$ cat src/design/yrp_pkg.sv
// Shared types, constants and helper functions for the YCbCr to RGB pixel packer.
`default_nettype none

package yrp_pkg;

  // Conversion coefficients in Q2.14.
  localparam logic signed [15:0] COEF_CR_R = 16'sd22971;
  localparam logic signed [15:0] COEF_CB_B = 16'sd29032;
  localparam logic signed [15:0] COEF_CB_G = -16'sd5631;
  localparam logic signed [15:0] COEF_CR_G = -16'sd11703;

  // Rounding bias that turns an arithmetic shift into truncation toward zero.
  localparam int unsigned      Q_FRAC_BITS = 14;
  localparam logic signed [31:0] Q_BIAS    = 32'sd16383;

  // Channel range before the byte is taken.
  localparam logic signed [19:0] CHAN_MIN = -20'sd128;
  localparam logic signed [19:0] CHAN_MAX = 20'sd127;
  localparam logic [7:0]         BYTE_MIN = 8'h80;
  localparam logic [7:0]         BYTE_MAX = 8'h7F;
  localparam logic [7:0]         SIGN_FLIP = 8'h80;

  // Configuration register indexes.
  localparam logic [1:0] CFG_IDX_DEPTH_24BIT   = 2'd0;
  localparam logic [1:0] CFG_IDX_SIGNED_OUTPUT = 2'd1;
  localparam logic [1:0] CFG_IDX_SET_BIT15     = 2'd2;

  // Packing positions within a group.
  localparam logic [1:0] PH_EMPTY = 2'd0;
  localparam logic [1:0] PH_ONE   = 2'd1;
  localparam logic [1:0] PH_TWO   = 2'd2;
  localparam logic [1:0] PH_THREE = 2'd3;

  // Configuration seen by the packing stage.
  typedef struct packed {
    logic depth_24bit;
    logic signed_output;
    logic set_bit15;
  } cfg_t;

  // Registered products and luma for one item.
  typedef struct packed {
    logic signed [31:0] p_r;
    logic signed [31:0] p_g;
    logic signed [31:0] p_b;
    logic signed [15:0] y;
  } prod_t;

  // Divide a Q2.14 product by 16384 with truncation toward zero.
  function automatic logic signed [19:0] trunc_q14(input logic signed [31:0] p);
    logic signed [31:0] adj;
    adj = p + (p[31] ? Q_BIAS : 32'sd0);
    return 20'(adj >>> Q_FRAC_BITS);
  endfunction

  // Clamp a channel to -128..127, take its byte and optionally flip the top bit.
  function automatic logic [7:0] chan_byte(input logic signed [19:0] v, input logic flip);
    logic [7:0] b;
    if (v < CHAN_MIN) begin
      b = BYTE_MIN;
    end else if (v > CHAN_MAX) begin
      b = BYTE_MAX;
    end else begin
      b = v[7:0];
    end
    return flip ? (b ^ SIGN_FLIP) : b;
  endfunction

endpackage

`default_nettype wire

$ cat src/design/yrp_mult.sv
// Coefficient multiply stage: forms the Q2.14 products and registers them.
`default_nettype none

module yrp_mult
  import yrp_pkg::*;
(
  input  wire logic               clk,
  input  wire logic               en,
  input  wire logic signed [15:0] cr,
  input  wire logic signed [15:0] cb,
  input  wire logic signed [15:0] y,
  output prod_t                   prod
);

  prod_t prod_next;

  // One product per channel; the green terms are summed before truncation.
  always_comb begin
    prod_next.p_r = cr * COEF_CR_R;
    prod_next.p_b = cb * COEF_CB_B;
    prod_next.p_g = (cb * COEF_CB_G) + (cr * COEF_CR_G);
    prod_next.y   = y;
  end

  // Product register, loaded when the item moves on from the input register.
  always_ff @(posedge clk) begin
    if (en) begin
      prod <= prod_next;
    end
  end

endmodule

`default_nettype wire

$ cat src/design/yrp_pack.sv
// Channel finish (truncate, add luma, clamp) and 15/24-bit word packing with result register.
`default_nettype none

module yrp_pack
  import yrp_pkg::*;
(
  input  wire logic  clk,
  input  wire logic  rst,
  input  wire cfg_t  cfg,
  input  wire logic  load,
  input  wire prod_t prod,
  input  wire logic  out_ready,
  output logic       out_valid,
  output logic [31:0] packed_word
);

  logic               [1:0] pack_phase;
  logic               [1:0] pack_phase_next;
  logic              [31:0] partial_word;
  logic              [31:0] partial_word_next;
  logic              [31:0] word_next;
  logic                     emit;
  logic signed       [19:0] r_val;
  logic signed       [19:0] g_val;
  logic signed       [19:0] b_val;
  logic               [7:0] rb;
  logic               [7:0] gb;
  logic               [7:0] bb;
  logic              [23:0] px24;
  logic              [15:0] px15;

  // Finish each channel and build both pixel formats.
  always_comb begin
    r_val = 20'(prod.y) + trunc_q14(prod.p_r);
    g_val = 20'(prod.y) + trunc_q14(prod.p_g);
    b_val = 20'(prod.y) + trunc_q14(prod.p_b);
    rb    = chan_byte(r_val, !cfg.signed_output);
    gb    = chan_byte(g_val, !cfg.signed_output);
    bb    = chan_byte(b_val, !cfg.signed_output);
    px24  = {bb, gb, rb};
    px15  = {cfg.set_bit15, bb[7:3], gb[7:3], rb[7:3]};
  end

  // Packing: place the pixel at the current phase and decide whether a word completes.
  always_comb begin
    word_next         = '0;
    emit              = 1'b0;
    partial_word_next = partial_word;
    pack_phase_next   = pack_phase;
    if (cfg.depth_24bit) begin
      pack_phase_next = pack_phase + 2'd1;
      case (pack_phase)
        PH_EMPTY: begin
          partial_word_next = {8'h00, px24};
        end
        PH_ONE: begin
          word_next         = partial_word | {px24[7:0], 24'h000000};
          partial_word_next = {16'h0000, px24[23:8]};
          emit              = 1'b1;
        end
        PH_TWO: begin
          word_next         = partial_word | {px24[15:0], 16'h0000};
          partial_word_next = {24'h000000, px24[23:16]};
          emit              = 1'b1;
        end
        default: begin
          word_next         = partial_word | {px24, 8'h00};
          partial_word_next = '0;
          emit              = 1'b1;
        end
      endcase
    end else begin
      if (pack_phase == PH_EMPTY) begin
        partial_word_next = {16'h0000, px15};
        pack_phase_next   = PH_ONE;
      end else begin
        word_next         = {px15, partial_word[15:0]};
        partial_word_next = '0;
        pack_phase_next   = PH_EMPTY;
        emit              = 1'b1;
      end
    end
  end

  // Packing state advances once per item that leaves the product register.
  always_ff @(posedge clk) begin
    if (rst) begin
      pack_phase   <= PH_EMPTY;
      partial_word <= '0;
    end else if (load) begin
      pack_phase   <= pack_phase_next;
      partial_word <= partial_word_next;
    end
  end

  // Result register: holds a finished word until it is taken.
  always_ff @(posedge clk) begin
    if (rst) begin
      out_valid <= 1'b0;
    end else if (load) begin
      out_valid <= emit;
    end else if (out_ready) begin
      out_valid <= 1'b0;
    end
  end

  always_ff @(posedge clk) begin
    if (load && emit) begin
      packed_word <= word_next;
    end
  end

endmodule

`default_nettype wire

$ cat src/design/ycbcr_to_rgb_pixel_packer_core.sv
// Top level of the YCbCr to RGB converter and 15/24-bit pixel packer.
// The block takes one pixel (Cr, Cb, Y) per cycle while in_ready is high and
// passes it through three registers: the input register, the coefficient
// product register and the result register, which offers each finished word.
// The product stage with its four 16x16 multipliers sets the pace at one
// pixel per clock unless the output stalls; in 15-bit mode every second
// pixel completes a word, in 24-bit mode three of every four do. When the
// consumer holds off a word, the stages fill and ready drops only once all
// of them are occupied. The user must write configuration only while no
// pixel is in flight; the block does not enforce this. The packing phase
// survives configuration writes and reset clears it.
`default_nettype none

module ycbcr_to_rgb_pixel_packer_core
  import yrp_pkg::*;
(
  input  wire logic               clk,
  input  wire logic               rst,
  input  wire logic               cfg_write,
  input  wire logic         [1:0] cfg_index,
  input  wire logic               cfg_data,
  input  wire logic               in_valid,
  output logic                    in_ready,
  input  wire logic signed [15:0] chroma_red,
  input  wire logic signed [15:0] chroma_blue,
  input  wire logic signed [15:0] luma,
  output logic                    out_valid,
  input  wire logic               out_ready,
  output logic             [31:0] packed_word
);

  cfg_t               cfg;
  prod_t              prod;
  logic               s1_valid;
  logic               s2_valid;
  logic signed [15:0] cr_q;
  logic signed [15:0] cb_q;
  logic signed [15:0] y_q;
  logic               out_load_ok;
  logic               s2_move;
  logic               s1_move;
  logic               in_take;

  // Configuration registers.
  always_ff @(posedge clk) begin
    if (rst) begin
      cfg <= '0;
    end else if (cfg_write) begin
      unique case (cfg_index)
        CFG_IDX_DEPTH_24BIT:   cfg.depth_24bit   <= cfg_data;
        CFG_IDX_SIGNED_OUTPUT: cfg.signed_output <= cfg_data;
        CFG_IDX_SET_BIT15:     cfg.set_bit15     <= cfg_data;
        default: begin
        end
      endcase
    end
  end

  // Pipeline flow: each stage moves when the one after it can take the item.
  assign out_load_ok = !out_valid || out_ready;
  assign s2_move     = s2_valid && out_load_ok;
  assign s1_move     = s1_valid && (!s2_valid || s2_move);
  assign in_ready    = !s1_valid || s1_move;
  assign in_take     = in_valid && in_ready;

  // Stage valid bits.
  always_ff @(posedge clk) begin
    if (rst) begin
      s1_valid <= 1'b0;
      s2_valid <= 1'b0;
    end else begin
      if (in_take) begin
        s1_valid <= 1'b1;
      end else if (s1_move) begin
        s1_valid <= 1'b0;
      end
      if (s1_move) begin
        s2_valid <= 1'b1;
      end else if (s2_move) begin
        s2_valid <= 1'b0;
      end
    end
  end

  // Input register.
  always_ff @(posedge clk) begin
    if (in_take) begin
      cr_q <= chroma_red;
      cb_q <= chroma_blue;
      y_q  <= luma;
    end
  end

  yrp_mult u_mult (
    .clk  (clk),
    .en   (s1_move),
    .cr   (cr_q),
    .cb   (cb_q),
    .y    (y_q),
    .prod (prod)
  );

  yrp_pack u_pack (
    .clk         (clk),
    .rst         (rst),
    .cfg         (cfg),
    .load        (s2_move),
    .prod        (prod),
    .out_ready   (out_ready),
    .out_valid   (out_valid),
    .packed_word (packed_word)
  );

endmodule

`default_nettype wire

$ cat config.mk
export PLATFORM = sky130hd
export DESIGN_NAME = ycbcr_to_rgb_pixel_packer_core
export DESIGN_NICKNAME = d
export VERILOG_FILES = /design/src/design/yrp_pkg.sv /design/src/design/yrp_mult.sv /design/src/design/yrp_pack.sv /design/src/design/ycbcr_to_rgb_pixel_packer_core.sv
export SDC_FILE = /design/constraint.sdc
export NUM_CORES = 1
export LEC_CHECK = 0
export BUFFER_PORTS_ARGS = -buffer_cell sky130_fd_sc_hd__buf_2
export CORE_ASPECT_RATIO = 1.75
export CORE_MARGIN = 2
export CORE_UTILIZATION = 45
export DETAILED_ROUTE_END_ITERATION = 8
export PLACE_DENSITY = 0.66
export SETUP_SLACK_MARGIN = 0.2
export SKIP_LAST_GASP = 1
export SLEW_MARGIN = 25
export SYNTH_ARGS = -nofsm -noshare
export SYNTH_HDL_FRONTEND = slang
export SYNTH_HIERARCHICAL = 1
export SYNTH_SLANG_ARGS = --single-unit
$ cat constraint.sdc
create_clock -name clk -period 11.4 [get_ports clk]
set_input_delay 0.57 -clock clk [delete_from_list [all_inputs] [get_ports clk]]
set_output_delay 0.57 -clock clk [all_outputs]
set_load 0.05 [all_outputs]
Word-level counts from Yosys, hierarchy flattened
Cells that the tools add are included.
{"block": "classes", "addsub": 8, "mul": 4, "magnitude_cmp": 6, "n_eq_ne": 4, "n_mux": 27, "bitwise_logic": 6, "reduce_logical": 18}
{"operator": "adder 32 x 15 -> 32 bit", "count": 3}
{"operator": "two-way mux 32 bit", "count": 3}
{"operator": "bitwise OR 32 bit", "count": 3}
{"operator": "case mux 32 bit (3 select lines)", "count": 1}
{"operator": "two-way mux 8 bit", "count": 9}
{"operator": "case mux 24 bit (3 select lines)", "count": 1}
{"operator": "> comparator 20 x 8 -> 1 bit (second input constant)", "count": 3}
{"operator": "less-than comparator 20 x 8 -> 1 bit (second input constant)", "count": 3}
{"operator": "adder 16 x 18 -> 19 bit", "count": 3}
{"operator": "two-way mux 14 bit", "count": 3}
{"operator": "adder 32 bit", "count": 1}
{"operator": "multiplier 16 x 16 -> 32 bit (second input constant)", "count": 1}
{"operator": "multiplier 16 x 15 -> 31 bit (second input constant)", "count": 1}
{"operator": "multiplier 16 x 14 -> 30 bit (second input constant)", "count": 1}
{"operator": "multiplier 16 x 13 -> 29 bit (second input constant)", "count": 1}
{"operator": "two-way mux 16 bit", "count": 1}
{"operator": "two-way mux 1 bit", "count": 8}
{"operator": "AND reduction 2 bit", "count": 3}
{"operator": "nonzero test 2 bit", "count": 3}
{"operator": "== test 2 x 1 -> 1 bit (second input constant)", "count": 2}
{"operator": "== test 2 bit (second input constant)", "count": 2}
{"operator": "logical AND 1 bit", "count": 4}
{"operator": "zero test 2 bit", "count": 2}
{"operator": "zero test 1 bit", "count": 3}
{"operator": "4 further kinds", "count": 8}
{"block": "word_totals", "reg_bits": 229, "inputBits": 56, "out_inout_bits": 34, "elab_cells": 89}

Depth between registers and ports, before layout
Gate-level depths: netlist (run 1).
{"block": "depth", "ltp_word": 11, "mapped_depth": 25, "mapped_depth_nobuf": 23}

Modules after synthesis
Netlist (run 1), hierarchy kept.
{"mod": "yrp_mult", "instances": 1, "cells_per_inst": 1964, "area_each_um2": 20513.4, "seq_area_each_um2": 3273.1}
{"mod": "yrp_pack", "instances": 1, "cells_per_inst": 987, "area_each_um2": 7877.6, "seq_area_each_um2": 1501.4}
{"mod": "ycbcr_to_rgb_pixel_packer_core", "instances": 1, "cells_per_inst": 73, "area_each_um2": 1697.9, "seq_area_each_um2": 1541.5}

Least setup slack after synthesis (run 1)
OpenSTA, ideal clock, no wires.
{"block": "synth_timing", "path_kind": "register to register", "from": "reg cr_q[15]", "to": "reg, netlist name u_mult/prod[74]", "setup_time_ns": 0.265, "arrival_time_ns": 6.458, "required_ns": 11.135, "setup_slack_ns": 4.677, "path_stages_with_launch": 20, "path_buffers": 1, "synth_period_minus_slack_ns": 6.723, "cell_sequence": "edfxtp_1 -> ha_1 -> inv_1 -> ha_1 -> inv_1 -> fa_1 -> fa_1 -> fa_1 -> fa_1 -> inv_1 -> ha_1 -> ha_1 -> buf_2 -> nand4_1 -> nor2_1 -> or3b_1 -> a32oi_1 -> a41o_1 -> a21oi_1 -> xnor2_1"}
{"item": "start: declaration", "line_no": "ycbcr_to_rgb_pixel_packer_core.sv:36", "source": "logic signed [15:0] cr_q;"}
{"item": "start signal: assignment", "line_no": "ycbcr_to_rgb_pixel_packer_core.sv:88", "source": "cr_q <= chroma_red;"}

==> out/qor.csv, run 1 <==
stage;metric;value;unit
outcome;status;completed;
setup_path;crit_family;adder cells;
synth;yosys_warnings;6;
final_layout;syn_to_final_growth;8.01;%
floorplan;ios;90;
clock_tree;worst_skew_pair.late_latency;0.60;ns
placement;dp_hpwl;66800;um
route;routedWlPerCell;19.9;um
synth;ys_seq_area_share;21.0;%
floorplan;row_count;125;
synth;synth_edf_count;189;
global_routing;grt_antenna_before_repair;0;
clock_tree;ctsResizeCount;0;
synth;syn_avg_cell_area;9.95;um^2
setup_path;critPathMaxStageDelay;0.55;ns
clock_tree;cts-htree-levels;1;
route;dr_total_vias;21800;
setup_path;crit_type;register to register;
setup_path;path_max_fanout;34;
floorplan;initial_core_util;45.4;%
timing;final-setup-viol-count;0;
route;drtIter0Drc;1088;
final_layout;n_antenna_cell;0;
floorplan;fp.dieH;346;um
final_layout;fin_area;32500;um^2
clock_tree;cts.sinks;221;
floorplan;core_region_area;66300;um^2
setup_path;cp_data_arrival_time;7.38;ns
global_routing;grt_pass1_vias;22700;
route;viasPerCell;5.43;
clock_tree;cts_inserted_buffers;28;
timing;finalHoldViolations;0;
final_layout;finalNetCount;3977;
synth;synth.ff_latch_count;221;
route;drt_wl_total;79600;um
synth;syn_inst;3024;
synth;yosys_most_used_dff;edfxtp_1;
floorplan;dieWidth;199;um
route;route.detailed.drc;0;
clock_tree;cts_tree;done;
timing;whs;0.142;ns
timing;rsz0062_at_grt;false;
final_layout;utilization;49.0;%
route;drtAntennaViolNets;0;
global_routing;globalRouteOverflowTotal;0;
timing;tns;0;ns
synth;syn_area;30100;um^2
setup_path;slowest_stage;fa_1;
timing;relSlewSlack;39.0;%
clock_tree;clk_pin_slew;0.07;ns
placement;place.gp.congestion;0.948;
final_layout;post_route_cells_drive_above_1_share;6.63;%
clock_tree;cts_root_buf;clkbuf_16;
floorplan;die_area;69000;um^2
job;max-cap-violations;0;
timing;min_period_over_period;62.0;%
route;drt-pass1-iter-count;6;
global_routing;grt_pass1_wl;124000;um
clock_tree;cts_setup_buffers;0;
synth;yosys.cell_types.count;94;
setup_path;path_cells;buf_4, buf_4, ha_1, inv_1, ha_1, inv_1, fa_1, fa_1, fa_1, fa_1, inv_1, ha_1, ha_1, nand4_1, nor2_1, or3b_1, a32oi_1, a41o_1, a21oi_1, xnor2_1;
placement;port_buffers;89;
hold_path;hold_path.class;input port to register;
global_routing;grt_usage;23.4;%
clock_tree;cts_hold_buf;0;
placement;dpl_cell_area;31500;um^2
timing;worst_pin_slew;0.910;ns
setup_path;startpoint_type;register;
clock_tree;cts_buffer_depth;3;
setup_path;cp-end-kind;register;
global_routing;grt_max_degree;67;
timing;finClkSkew;0.0345;ns
timing;finalCriticalPeriod;7.07;ns
timing;max_freq;141;MHz
setup_path;critPathBufInv;5;
timing;drv_slew;0;
synth;async_flop_share;0;%
setup_path;worst-endpoint-required;11.71;ns
==> Yosys cell counts, drive strengths merged, types with 17 or more instances <==
cell	instances	area [um^2]
inv	543	2040
a211oi	23	178
nand3	57	285
nor3	33	165
xnor2	143	1250
fa	316	6330
nor2	122	460
and2	28	176
ha	506	6330
o21ai	90	454
a21oi	153	777
xor2	68	596
a221oi	17	161
nand2b	21	131
nand2	156	586
nand4	26	163
a31oi	27	169
a22oi	20	150
o21a	28	210
clkbuf	54	203
edfxtp	189	5680
and3	28	176
a21o	58	439
o21bai	18	135
dfxtp	32	641
o211ai	20	150
==> metal layers <==
metal / vias to the layer above / GRT usage [%] / part of all wire, %
li1: 10500 / - / -
met1: 10500 / 24.4 / 36
met2: 508 / 44.2 / 54
met3: 213 / 2.04 / 2.9
met4: 0 / 14.6 / 7.2
met5: - / 0 / 0
==> worst register-to-register path: stages, from the launching register on <==
cell and delay (ns):
edfxtp_1 0.31, buf_4 0.36, buf_4 0.49, ha_1 0.42
inv_1 0.28, ha_1 0.29, inv_1 0.07, fa_1 0.43
fa_1 0.54, fa_1 0.54, fa_1 0.55, inv_1 0.05
ha_1 0.29, ha_1 0.46, nand4_1 0.19, nor2_1 0.20
or3b_1 0.39, a32oi_1 0.39, a41o_1 0.30, a21oi_1 0.12
xnor2_1 0.14
==> cell type report <==
class,count,area (um^2)
sequential,221,6320
timing repair buffer,106,573
inverter,544,2040
clock inverter,20,241
multi-input combinational,2198,21500
tap,889,1110
fill,6299,33800
clock buffer,31,712
==> cell families (layout without fill, tap and decap cells) <==
logic type	count (synthesis)	after routing	share of synthesized area (%)
fa+ha+maj	822	822	42.1
buf+inv	607	701	7.62
compound gates	592	592	13.4
simple gates	552	552	9.15
flops	221	221	21.0
xor+xnor	211	211	6.14
mux	18	18	0.607
other cells	1	3	0.0125
==> per-stage QoR <==
stage / std cells / setup WS [ns]
6_report: 4009 / 4.33
5_1_grt: 4009 / 3.97
4_1_cts: 4009 / 4.31
3_5_place_dp: 3958 / 4.36
3_3_place_gp: 3958 / 4.46
2_1_floorplan: 3026 / 4.68
==> final timing paths <==
check,slack (ns),cells past startpoint,from,endpoint
worst max-delay path,4.33,20,cr_q[15]$_DFFE_PP_,u_mult/prod[74]$_DFFE_PP_
worst min-delay path,0.14,1,chroma_red[2],cr_q[2]$_DFFE_PP_
worst max register to register,4.33,20,cr_q[15]$_DFFE_PP_,u_mult/prod[74]$_DFFE_PP_
worst min register to register,0.42,0,y_q[9]$_DFFE_PP_,u_mult/prod[9]$_DFFE_PP_
==> cells in the final DEF (no fill, tap or decap), types with 11 or more instances in the layout <==
| cell type | instances |
|---|---|
| nand4_1 | 26 |
| a22oi_1 | 20 |
| clkbuf_16 | 28 |
| nand3_1 | 57 |
| o31ai_1 | 14 |
| nor2_1 | 119 |
| and2_1 | 25 |
| mux2i_1 | 16 |
| or2_2 | 16 |
| xnor2_1 | 143 |
| nand2_1 | 156 |
| edfxtp_1 | 189 |
| buf_4 | 17 |
| o21bai_1 | 18 |
| inv_1 | 543 |
| nor2b_1 | 11 |
| dfxtp_1 | 32 |
| a211oi_1 | 22 |
| buf_2 | 89 |
| nand2b_1 | 21 |
| a221oi_1 | 15 |
| o21a_1 | 28 |
| a21oi_1 | 150 |
| a311oi_1 | 14 |
| xor2_1 | 68 |
| a21o_1 | 55 |
| fa_1 | 316 |
| ha_1 | 506 |
| o21ai_0 | 83 |
| o211ai_1 | 20 |
| and3_1 | 27 |
| nor3_1 | 32 |
| a31oi_1 | 27 |
==> registers in the layout, summed over array words and instances (netlist names) <==
register,count
cb_q,16
s2_valid,1
s1_valid,1
u_pack/partial_word,24
cfg,3
u_pack/out_valid,1
u_pack/pack_phase,2
u_pack/packed_word,32
y_q,16
cr_q,16
u_mult/prod,109
Power of run 1 is not shown: default switching activity piles up to over one toggle a cycle in this logic, so the estimate is an artifact.
==> run 2, diff against run 1 <==
Clock period 11.4 ns to 6.65 ns, I/O delays scaled along.
==> run 2 against run 1 <==
  * Clock-buffer cell count increased by 5
  * Global-route usage about the same
  * Sequential cell count unchanged
  * First-iteration DRC count decreased by 9.3%
  * Critical path type unchanged
  * Register-to-register slack got worse by 4.0 ns
  * Setup slack got worse by 4.0 ns
  * Utilization increased by 2.0 points
  * Die area unchanged
  * Cell area increased by 4.0%
  * Clock skew decreased by 0.020 ns
  * Worst hold slack got worse by 0.097 ns
  * Via count increased by 2.8%
==> out/qor.csv, run 2 (synthesis gave the netlist of run 1 again) <==
stage;metric;value;unit
clock_tree;worst_skew_pair.late_latency;0.57;ns
placement;place.gp.congestion;0.971;
setup_path;worstRegToRegCells;20;
setup_path;r2r_start;cr_q[4]$_DFFE_PP_;
placement;port_buffers;89;
setup_path;reg2reg_slack;0.35;ns
final_layout;reg.largest.list;u_mult/prod x109, u_pack/packed_word x32, u_pack/partial_word x24;
job;max-cap-violations;0;
timing;finalCriticalPeriod;6.30;ns
route;drt_wl_total;79700;um
setup_path;startpoint_type;register;
global_routing;grt_antenna_before_repair;0;
timing;worst_pin_slew;0.993;ns
global_routing;globalRouteOverflowTotal;0;
final_layout;post_route_cells_drive_above_1_share;10.1;%
final_layout;regMostFlops;u_mult/prod;
final_layout;layout_common_cells;537 x inv_1, 492 x ha_1, 316 x fa_1;
hold_path;min_path_cells;1;
final_layout;layout_commonest_cell;inv_1;
global_routing;grt_usage;23.4;%
final_layout;num-fill-cells;6035;
clock_tree;cts_root_buf;clkbuf_16;
floorplan;die_area;69000;um^2
setup_path;cp_data_arrival_time;6.58;ns
timing;max_freq;159;MHz
global_routing;grt_max_degree;66;
clock_tree;cts_inserted_buffers;25;
timing;finalHoldViolations;0;
floorplan;dieWidth;199;um
route;viasPerCell;5.40;
route;drt-pass1-iter-count;6;
timing;finClkSkew;0.0145;ns
clock_tree;cts.sinks;221;
setup_path;cp_common_cell;fa_1;
clock_tree;cts_tree;done;
clock_tree;cts-htree-levels;1;
global_routing;grt_pass1_wl;124000;um
setup_path;critPathMaxStageDelay;0.56;ns
outcome;status;completed;
route;route.detailed.drc;0;
setup_path;path_max_fanout;5;
timing;drv_slew;0;
clock_tree;clk_pin_slew;0.06;ns
floorplan;fp.dieH;346;um
hold_path;min_from;luma[0];
floorplan;row_count;125;
route;dr_total_vias;22400;
timing;min_period_over_period;94.7;%
final_layout;finalNetCount;4112;
floorplan;ios;90;
setup_path;worst-endpoint-required;6.93;ns
route;routedWlPerCell;19.2;um
setup_path;rr_endpoint;u_mult/prod[76]$_DFFE_PP_;
clock_tree;cts_buffer_depth;3;
setup_path;path_cells;buf_4, inv_4, ha_4, fa_1, fa_1, fa_1, inv_1, fa_1, fa_1, inv_1, fa_1, ha_1, ha_4, nand3_1, nor2_2, or3b_4, a32oi_4, a41o_1, a211o_1, o211ai_1;
timing;rsz0062_at_grt;false;
hold_path;hold_path.class;input port to register;
timing;relSlewSlack;33.4;%
setup_path;crit_type;register to register;
floorplan;initial_core_util;45.4;%
final_layout;largest_reg_flops;109;
timing;final-setup-viol-count;0;
setup_path;cp-end-kind;register;
final_layout;syn_to_final_growth;12.3;%
timing;tns;0;ns
placement;dp_hpwl;67500;um
hold_path;whs_endpoint;y_q[0]$_DFFE_PP_;
route;drtAntennaViolNets;0;
route;drtIter0Drc;987;
floorplan;core_region_area;66300;um^2
setup_path;slowest_stage;fa_1;
global_routing;grt_pass1_vias;23200;
[run 2: changes by cell type in the layout (fill, tap and decap cells not counted), moves of 4 or more]
| cell | previous run | this run |
|---|---|---|
| buf_4 | 17 | 107 |
| dlygate4sd3_1 | 0 | 45 |
| ha_1 | 506 | 492 |
| ha_4 | 0 | 12 |
| inv_1 | 543 | 537 |
| inv_2 | 0 | 5 |
| clkbuf_1 | 3 | 7 |
[run 2: what timing repair did]
item | 4_1_cts | 5_1_grt
buffers inserted | 0 | 16
pin swaps | 0 | 29
hold buffers | 45 | 0
hold endpoints to repair | 45 | 0
endpoints found under the setup margin | 2 | 35
resized for setup | 1 | 39
[run 2: area by class of cell]
| class | count | area [um^2] | share of cell area (%) |
|---|---|---|---|
| Tap cell | 889 | 1110 | 3.29 |
| Timing Repair Buffer | 244 | 1740 | 5.14 |
| Inverter | 544 | 2040 | 6.05 |
| Clock buffer | 36 | 718 | 2.12 |
| Antenna cell | 1 | 2.50 | 0.00740 |
| Clock inverter | 10 | 96.3 | 0.285 |
| Sequential cell | 221 | 6320 | 18.7 |
| Multi-Input combinational cell | 2198 | 21800 | 64.4 |
[run 2: how the worst max path moves through the flow]
stage | startpoint | cells past startpoint | end | slack (ns)
4_1_cts | cr_q[4]$_DFFE_PP_ | 19 | u_mult/prod[76]$_DFFE_PP_ | 0.23
2_1_floorplan | cr_q[15]$_DFFE_PP_ | 18 | u_mult/prod[78]$_DFFE_PP_ | 0.21
3_5_place_dp | u_mult/prod[79]$_DFFE_PP_ | 20 | u_pack/packed_word[24]$_DFFE_PP_ | 0.20
3_3_place_gp | u_mult/prod[79]$_DFFE_PP_ | 21 | u_pack/packed_word[17]$_DFFE_PP_ | 0.28
5_1_grt | cr_q[4]$_DFFE_PP_ | 20 | u_mult/prod[76]$_DFFE_PP_ | 0.15
6_report | cr_q[4]$_DFFE_PP_ | 20 | u_mult/prod[76]$_DFFE_PP_ | 0.35
[run 2: layer usage]
metal  wire (um)  part of all wire (%)  global-route usage (%)
met5           0                     0                       0
met1       28600                    36                    24.2
met2       43000                    54                    44.6
met3        2330                   2.9                    1.87
met4        5740                   7.2                    14.6
[run 2: critical path: cells and delay by family (launching register included)]
kind                       cells  cell delay (ns)
buffers and inverters          4             0.34
DFF                            1             0.42
AOI/OAI and AO/OA              4             0.71
and+or+nand+nor                3             0.67
adders and majority gates      9             3.86
[run 2: per-stage QoR]
stage	worst slack [ns]	std cells	util, %	area [um^2]	hold slack [ns]
floorplan	0.205	3026	-	30200	0.400
global placement	0.278	4035	48.6	32200	0.404
detailed placement	0.197	4035	48.6	32200	0.405
CTS	0.234	4126	50.5	33500	0.00205
global route	0.148	4142	51.0	33800	0.0219
finish	0.354	4143	51.0	33800	0.0451
Power of run 2 is left out for the same reason.
